--- src/hw/rtl/vbd_pkg.sv ---
// Shared types, constants and trellis functions for the K=4 block Viterbi decoder.
package vbd_pkg;

    localparam int NUM_STATES = 8;
    localparam int STATE_W    = 3;
    localparam int NUM_STEPS  = 7;
    localparam int TOP_BIT    = 13;
    localparam int BLOCK_W    = 14;
    localparam int METRIC_W   = 4;

    typedef logic [METRIC_W-1:0] metric_t;
    typedef logic [STATE_W-1:0]  state_t;
    typedef logic [1:0]          pair_t;

    typedef struct packed {
        logic [BLOCK_W-1:0]                      block;
        logic [NUM_STATES-1:0]                   alive;
        metric_t [NUM_STATES-1:0]                metric;
        logic [NUM_STEPS-1:0][NUM_STATES-1:0]    choose_odd;
    } stage_t;

    // Code pair (first bit high) for a state and an input bit, generators 17 and 15.
    localparam pair_t BRANCH_CODE [0:2*NUM_STATES-1] = '{
        2'd0, 2'd3, 2'd3, 2'd0, 2'd2, 2'd1, 2'd1, 2'd2,
        2'd3, 2'd0, 2'd0, 2'd3, 2'd1, 2'd2, 2'd2, 2'd1
    };

    function automatic logic [1:0] pair_distance(input pair_t a, input pair_t b);
        pair_t x;
        x = a ^ b;
        return {1'b0, x[0]} + {1'b0, x[1]};
    endfunction

endpackage

--- src/hw/rtl/vbd_coded_if.sv ---
// Stream interface carrying one coded block per transfer.
interface vbd_coded_if;
    logic                        valid;
    logic                        ready;
    logic [vbd_pkg::BLOCK_W-1:0] coded_block;

    modport source (output valid, output coded_block, input ready);
    modport sink   (input valid, input coded_block, output ready);
endinterface

--- src/hw/rtl/vbd_decoded_if.sv ---
// Stream interface carrying seven decoded bits per transfer.
interface vbd_decoded_if;
    logic                          valid;
    logic                          ready;
    logic [vbd_pkg::NUM_STEPS-1:0] decoded_bits;

    modport source (output valid, output decoded_bits, input ready);
    modport sink   (input valid, input decoded_bits, output ready);
endinterface

--- src/hw/rtl/viterbi_block_decoder_k4.sv ---
// Top level of the hard-decision rate-1/2 K=4 block Viterbi decoder.
// Each transfer on coded carries seven received symbol pairs, step one in bits 13:12, and
// produces one transfer on decoded with seven bits, step one in bit 0. The trellis starts
// in state 0 for every block and nothing is carried between blocks. Seven registered
// add-compare-select cells, one per trellis step, hand path metrics and survivor decisions
// down the chain, followed by a stage that picks the best end state and traces back. A new
// block is taken every cycle while decoded is ready; each accepted block is registered in
// each of the seven cells in turn, and its result in the traceback stage.
module viterbi_block_decoder_k4 (
    input  logic          clk,
    input  logic          rst_n,
    vbd_coded_if.sink     coded,
    vbd_decoded_if.source decoded
);

    logic            link_valid [0:vbd_pkg::NUM_STEPS];
    logic            link_ready [0:vbd_pkg::NUM_STEPS];
    vbd_pkg::stage_t link_data  [0:vbd_pkg::NUM_STEPS];
    vbd_pkg::stage_t first_stage;

    always_comb
    begin
        first_stage       = '0;
        first_stage.block = coded.coded_block;
        first_stage.alive = vbd_pkg::NUM_STATES'(1);
    end

    assign link_data[0]  = first_stage;
    assign link_valid[0] = coded.valid;
    assign coded.ready   = link_ready[0];

    for (genvar i = 0; i < vbd_pkg::NUM_STEPS; i++)
    begin : g_cell
        vbd_acs_cell #(
            .STEP (i)
        ) u_cell (
            .clk        (clk),
            .rst_n      (rst_n),
            .up_valid   (link_valid[i]),
            .up_ready   (link_ready[i]),
            .up_data    (link_data[i]),
            .down_valid (link_valid[i+1]),
            .down_ready (link_ready[i+1]),
            .down_data  (link_data[i+1])
        );
    end

    vbd_traceback u_traceback (
        .clk        (clk),
        .rst_n      (rst_n),
        .up_valid   (link_valid[vbd_pkg::NUM_STEPS]),
        .up_ready   (link_ready[vbd_pkg::NUM_STEPS]),
        .up_data    (link_data[vbd_pkg::NUM_STEPS]),
        .down_valid (decoded.valid),
        .down_ready (decoded.ready),
        .down_bits  (decoded.decoded_bits)
    );

endmodule

--- src/hw/rtl/vbd_acs_cell.sv ---
// One registered add-compare-select cell handling a single trellis step.
module vbd_acs_cell #(
    parameter int STEP = 0
) (
    input  logic            clk,
    input  logic            rst_n,
    input  logic            up_valid,
    output logic            up_ready,
    input  vbd_pkg::stage_t up_data,
    output logic            down_valid,
    input  logic            down_ready,
    output vbd_pkg::stage_t down_data
);

    logic            valid_reg;
    logic            valid_next;
    vbd_pkg::stage_t data_reg;
    vbd_pkg::stage_t data_next;

    always_comb
    begin
        vbd_pkg::pair_t   rx;
        vbd_pkg::state_t  pe;
        vbd_pkg::state_t  po;
        logic             u;
        vbd_pkg::metric_t ce;
        vbd_pkg::metric_t co;
        rx = up_data.block[vbd_pkg::TOP_BIT - 2*STEP -: 2];
        data_next = up_data;
        for (int n = 0; n < vbd_pkg::NUM_STATES; n++)
        begin
            u  = n[2];
            pe = {n[1:0], 1'b0};
            po = {n[1:0], 1'b1};
            ce = up_data.metric[pe] + vbd_pkg::metric_t'(vbd_pkg::pair_distance(
                     rx, vbd_pkg::BRANCH_CODE[{pe, u}]));
            co = up_data.metric[po] + vbd_pkg::metric_t'(vbd_pkg::pair_distance(
                     rx, vbd_pkg::BRANCH_CODE[{po, u}]));
            data_next.choose_odd[STEP][n] = 1'b0;
            data_next.alive[n]            = up_data.alive[pe] | up_data.alive[po];
            if (up_data.alive[pe] && up_data.alive[po])
            begin
                if (co < ce)
                begin
                    data_next.metric[n]           = co;
                    data_next.choose_odd[STEP][n] = 1'b1;
                end
                else
                begin
                    data_next.metric[n] = ce;
                end
            end
            else if (up_data.alive[pe])
            begin
                data_next.metric[n] = ce;
            end
            else if (up_data.alive[po])
            begin
                data_next.metric[n]           = co;
                data_next.choose_odd[STEP][n] = 1'b1;
            end
            else
            begin
                data_next.metric[n] = '0;
            end
        end
    end

    assign up_ready   = !valid_reg || down_ready;
    assign valid_next = up_ready ? up_valid : valid_reg;

    always_ff @(posedge clk or negedge rst_n)
    begin
        if (!rst_n)
        begin
            valid_reg <= 1'b0;
        end
        else
        begin
            valid_reg <= valid_next;
        end
    end

    always_ff @(posedge clk)
    begin
        if (up_ready && up_valid)
        begin
            data_reg <= data_next;
        end
    end

    assign down_valid = valid_reg;
    assign down_data  = data_reg;

endmodule

--- src/hw/rtl/vbd_traceback.sv ---
// Best end-state selection and traceback into a registered output.
module vbd_traceback (
    input  logic            clk,
    input  logic            rst_n,
    input  logic            up_valid,
    output logic            up_ready,
    input  vbd_pkg::stage_t up_data,
    output logic            down_valid,
    input  logic            down_ready,
    output logic [vbd_pkg::NUM_STEPS-1:0] down_bits
);

    logic                          valid_reg;
    logic                          valid_next;
    logic [vbd_pkg::NUM_STEPS-1:0] bits_reg;
    logic [vbd_pkg::NUM_STEPS-1:0] bits_next;

    always_comb
    begin
        vbd_pkg::state_t  best;
        vbd_pkg::metric_t best_metric;
        logic             found;
        vbd_pkg::state_t  st;
        best        = '0;
        best_metric = '0;
        found       = 1'b0;
        for (int n = 0; n < vbd_pkg::NUM_STATES; n++)
        begin
            if (up_data.alive[n] && (!found || up_data.metric[n] < best_metric))
            begin
                best        = vbd_pkg::state_t'(n);
                best_metric = up_data.metric[n];
                found       = 1'b1;
            end
        end
        st        = best;
        bits_next = '0;
        for (int k = vbd_pkg::NUM_STEPS - 1; k >= 0; k--)
        begin
            bits_next[k] = st[2];
            st = {st[1:0], up_data.choose_odd[k][st]};
        end
    end

    assign up_ready   = !valid_reg || down_ready;
    assign valid_next = up_ready ? up_valid : valid_reg;

    always_ff @(posedge clk or negedge rst_n)
    begin
        if (!rst_n)
        begin
            valid_reg <= 1'b0;
        end
        else
        begin
            valid_reg <= valid_next;
        end
    end

    always_ff @(posedge clk)
    begin
        if (up_ready && up_valid)
        begin
            bits_reg <= bits_next;
        end
    end

    assign down_valid = valid_reg;
    assign down_bits  = bits_reg;

endmodule
--- src/flat_wrapper.sv ---
// flat-port wrapper written by rule: the top's interface ports become plain ports
module viterbi_block_decoder_k4_flat 
  (clk, rst_n, coded_valid, coded_coded_block, coded_ready, decoded_valid, decoded_decoded_bits, decoded_ready);
  vbd_coded_if coded_i ();
  vbd_decoded_if decoded_i ();
  input  logic clk;
  input  logic rst_n;
  input wire logic [$bits(coded_i.valid)-1:0] coded_valid;
  input wire logic [$bits(coded_i.coded_block)-1:0] coded_coded_block;
  output wire logic [$bits(coded_i.ready)-1:0] coded_ready;
  output wire logic [$bits(decoded_i.valid)-1:0] decoded_valid;
  output wire logic [$bits(decoded_i.decoded_bits)-1:0] decoded_decoded_bits;
  input wire logic [$bits(decoded_i.ready)-1:0] decoded_ready;
  assign coded_i.valid = coded_valid;
  assign coded_i.coded_block = coded_coded_block;
  assign coded_ready = coded_i.ready;
  assign decoded_valid = decoded_i.valid;
  assign decoded_decoded_bits = decoded_i.decoded_bits;
  assign decoded_i.ready = decoded_ready;
  viterbi_block_decoder_k4 u_core (.clk(clk), .rst_n(rst_n), .coded(coded_i), .decoded(decoded_i));
endmodule
--- config.mk ---
export PLATFORM = sky130hd
export DESIGN_NAME = viterbi_block_decoder_k4_flat
export DESIGN_NICKNAME = d
export VERILOG_FILES = /design/src/hw/rtl/vbd_pkg.sv /design/src/hw/rtl/vbd_coded_if.sv /design/src/hw/rtl/vbd_decoded_if.sv /design/src/hw/rtl/viterbi_block_decoder_k4.sv /design/src/hw/rtl/vbd_acs_cell.sv /design/src/hw/rtl/vbd_traceback.sv /design/src/flat_wrapper.sv
export SDC_FILE = /design/constraint.sdc
export NUM_CORES = 1
export LEC_CHECK = 0
export ABC_AREA = 1
export BUFFER_PORTS_ARGS = -buffer_cell sky130_fd_sc_hd__buf_2
export CELL_PAD_IN_SITES_DETAIL_PLACEMENT = 1
export CELL_PAD_IN_SITES_GLOBAL_PLACEMENT = 2
export CORE_UTILIZATION = 40
export DETAILED_ROUTE_END_ITERATION = 16
export HOLD_SLACK_MARGIN = 0.03
export PLACE_DENSITY = 0.77
export SETUP_SLACK_MARGIN = 0.4
export SYNTH_ARGS = -nofsm -noshare
export SYNTH_HDL_FRONTEND = slang
export SYNTH_SLANG_ARGS = --single-unit
export TNS_END_PERCENT = 100
--- constraint.sdc ---
create_clock -name clk -period 7.7 [get_ports clk]
set_clock_uncertainty 0.2 [all_clocks]
set_input_delay 0.385 -clock clk [delete_from_list [all_inputs] [get_ports clk]]
set_output_delay 0.385 -clock clk [all_outputs]
set_load 0.02 [all_outputs]
==> impl_metrics.env <==
export IMPL_clkTransAtPathRegs_ns=0.06
export IMPL_min_period_over_period_pct=97.0
export IMPL_diodes=0
export IMPL_cap_violations=0
export IMPL_num_vias=12300
export IMPL_final_util_pct=47.3
export IMPL_gr_total_overflow=0
export IMPL_insertion_delay_ns=0.54
export IMPL_grt_total_usage_pct=18.0
export IMPL_cts_max_level=2
export IMPL_worstPathArrival_ns=7.56
export IMPL_syn_inst=1751
export IMPL_cts_root_buf="clkbuf_16"
export IMPL_cts_buffers=37
export IMPL_core_um2=47900
export IMPL_first_global_vias=13300
export IMPL_drive_above_1_share_pct=12.7
export IMPL_crit_path_max_fanout=7
export IMPL_cts_sinks=303
export IMPL_fin_crit_ns=7.47
export IMPL_synth_fp_nets=2123
export IMPL_cp_slowest_cell="edfxtp_1"
export IMPL_slew_violations=0
export IMPL_dr_pass1_iters=4
export IMPL_rsz0062_at_grt="true"
export IMPL_die_y_um=223
export IMPL_synth_distinct_cells=24
export IMPL_dp_hpwl_um=34300
export IMPL_synthToLayoutAreaGrowth_pct=16.0
export IMPL_status="finished, final reports clean"
export IMPL_fin_nets=2258
export IMPL_crit_path_end_kind="register"
export IMPL_worst_path_largest_cell_delay_ns=0.44
export IMPL_relSlewSlack_pct=23.2
export IMPL_multi_input_area_um2=9890
export IMPL_rrSetupSlack_ns=0.23
export IMPL_synth_top_area_cell="edfxtp_1"
export IMPL_finalHoldViolCount=0
export IMPL_syn_area_um2=19500
export IMPL_setup_tns_final_ns=0
export IMPL_ys_warn_count=0
export IMPL_detail_route_antenna_nets=0
export IMPL_setup_viol=0
export IMPL_drt_iter0_drc=349
export IMPL_synthTopCellsByArea="edfxtp_1, ha_1, fa_1"
export IMPL_wl_per_cell_um=17.0
export IMPL_min_delay_path_class="register to register"
export IMPL_initial_core_util_pct=40.8
export IMPL_grt_start_max_net_pins=65
export IMPL_ys_seq_area_share_pct=46.4
export IMPL_final_cells=2530
export IMPL_drt_total_wl_um=43100
export IMPL_die_x_um=223
export IMPL_seqCellArea_um2=9060
export IMPL_gp_congestion=0.822
export IMPL_via_per_inst=4.85
export IMPL_rows=80
export IMPL_finalHoldWorstSlack_ns=0.216
export IMPL_max_freq_mhz=134
export IMPL_dp_cells=2412
export IMPL_clk_path_buf_depth=3
export IMPL_layout_common_cells="edfxtp_1, ha_1, inv_1, nand2_1, nor2_1"
export IMPL_synth_area_per_cell_um2=11.2
export IMPL_synth_top_cell_area_share_pct=45.3
export IMPL_grt_pass1_wl_um=69600
export IMPL_start_kind="register"
export IMPL_antenna_found_initial=0
export IMPL_die_area_um2=49700
export IMPL_io_buffers=26
export IMPL_cts_tree="built"
export IMPL_cp_data_required_time_ns=7.80
export IMPL_ios=27
export IMPL_worst_slew_pin_slew_ns=1.15
export IMPL_ys_ff_latch=303
export IMPL_critPathMostFrequentCell="nand2_4"
export IMPL_layout_commonest_cell="edfxtp_1"
export IMPL_worstSetupPathType="register to register"
export IMPL_n_fill_cell=5110
export IMPL_drc=0
-- logic make-up (layout without fill, tap and decap cells) --
group	Yosys count	in the layout	share of synthesized area, %
compound gates	250	250	6.89
xor+xnor	136	136	6.09
fa+ha+maj	354	354	25.6
buf+inv	274	438	5.26
flops	303	303	46.4
simple gates	434	434	9.82
-- final timing paths --
path | startpoint | end | depth (start not counted)
max | u_core.g_cell[6].u_cell.down_data[61] | u_core.u_traceback.down_bits[0] | 73
min | u_core.g_cell[5].u_cell.down_data[30] | u_core.g_cell[6].u_cell.down_data[30] | 0
max reg2reg | u_core.g_cell[6].u_cell.down_data[61] | u_core.u_traceback.down_bits[0] | 73
min reg2reg | u_core.g_cell[5].u_cell.down_data[30] | u_core.g_cell[6].u_cell.down_data[30] | 0
max in group asynchronous | rst_n | u_core.g_cell[2].u_cell.down_valid | 3
min in group asynchronous | rst_n | u_core.u_traceback.down_valid | 3
-- area by class of cell --
type	instances	area share, %
flip-flops and latches	303	39.9
inverters	274	4.54
well taps	615	3.39
repair buffers	96	3.15
multi-input cells	1174	43.6
clock inverters	26	1.01
clock buffers	42	4.35
-- what timing repair did --
action                                  in CTS  in global routing
resized for setup                           51                 53
hold endpoints to repair                    25                  0
endpoints found under the setup margin       3                  3
gates cloned                                 0                  0
buffers inserted                            19                 12
hold buffers                                19                  0
pin swaps                                   22                 48
-- cell usage after synthesis --
cell and instances:
nand2_8 1, nor2_1 139, fa_1 76, inv_1 272, dfrtp_1 8, nand3_1 51
ha_1 278, a21oi_4 1, nand2_4 9, o21ai_0 137, a21oi_1 79, clkinv_1 1
edfxtp_1 295, nand3b_1 3, a32oi_1 1, nand3_2 6, nand2_1 211, inv_2 1
nand3_4 4, nand2_2 9, xnor2_1 40, o21bai_1 32, xor2_1 96, nand3b_4 1
-- stage by stage --
stage                     instance area (um^2)  setup WS (ns)
after global placement                   20600         0.0461
after CTS                                22300          0.336
after global routing                     22700         -0.295
after detailed placement                 20600         -0.488
after floorplan                          19500          0.423
final                                    22700          0.234
-- critical path: cells and delay by family (launching register included) --
kind	cells	cell delay, ns
simple gates	52	3.99
fa+ha+maj	7	1.84
flops	1	0.44
compound gates	6	0.38
buf+inv	8	0.34
-- per-layer routing --
layer  GRT usage, %  vias up  part of all wire (%)
met5              0        -                     0
met4           6.59        0                   3.0
met3           2.36       71                   2.2
met2           34.3      124                    54
met1           20.2     5941                    41
li1               -     6145                     -
-- state kept, by name (all words and copies together) (netlist names) --
register / cells
u_core.g_cell.u_cell.down_data: 288
u_core.u_traceback.down_bits: 7
u_core.u_traceback.down_valid: 1
u_core.g_cell.u_cell.down_valid: 7
Power is not shown: default switching activity piles up to over one toggle a cycle in this logic, so the estimate is an artifact.
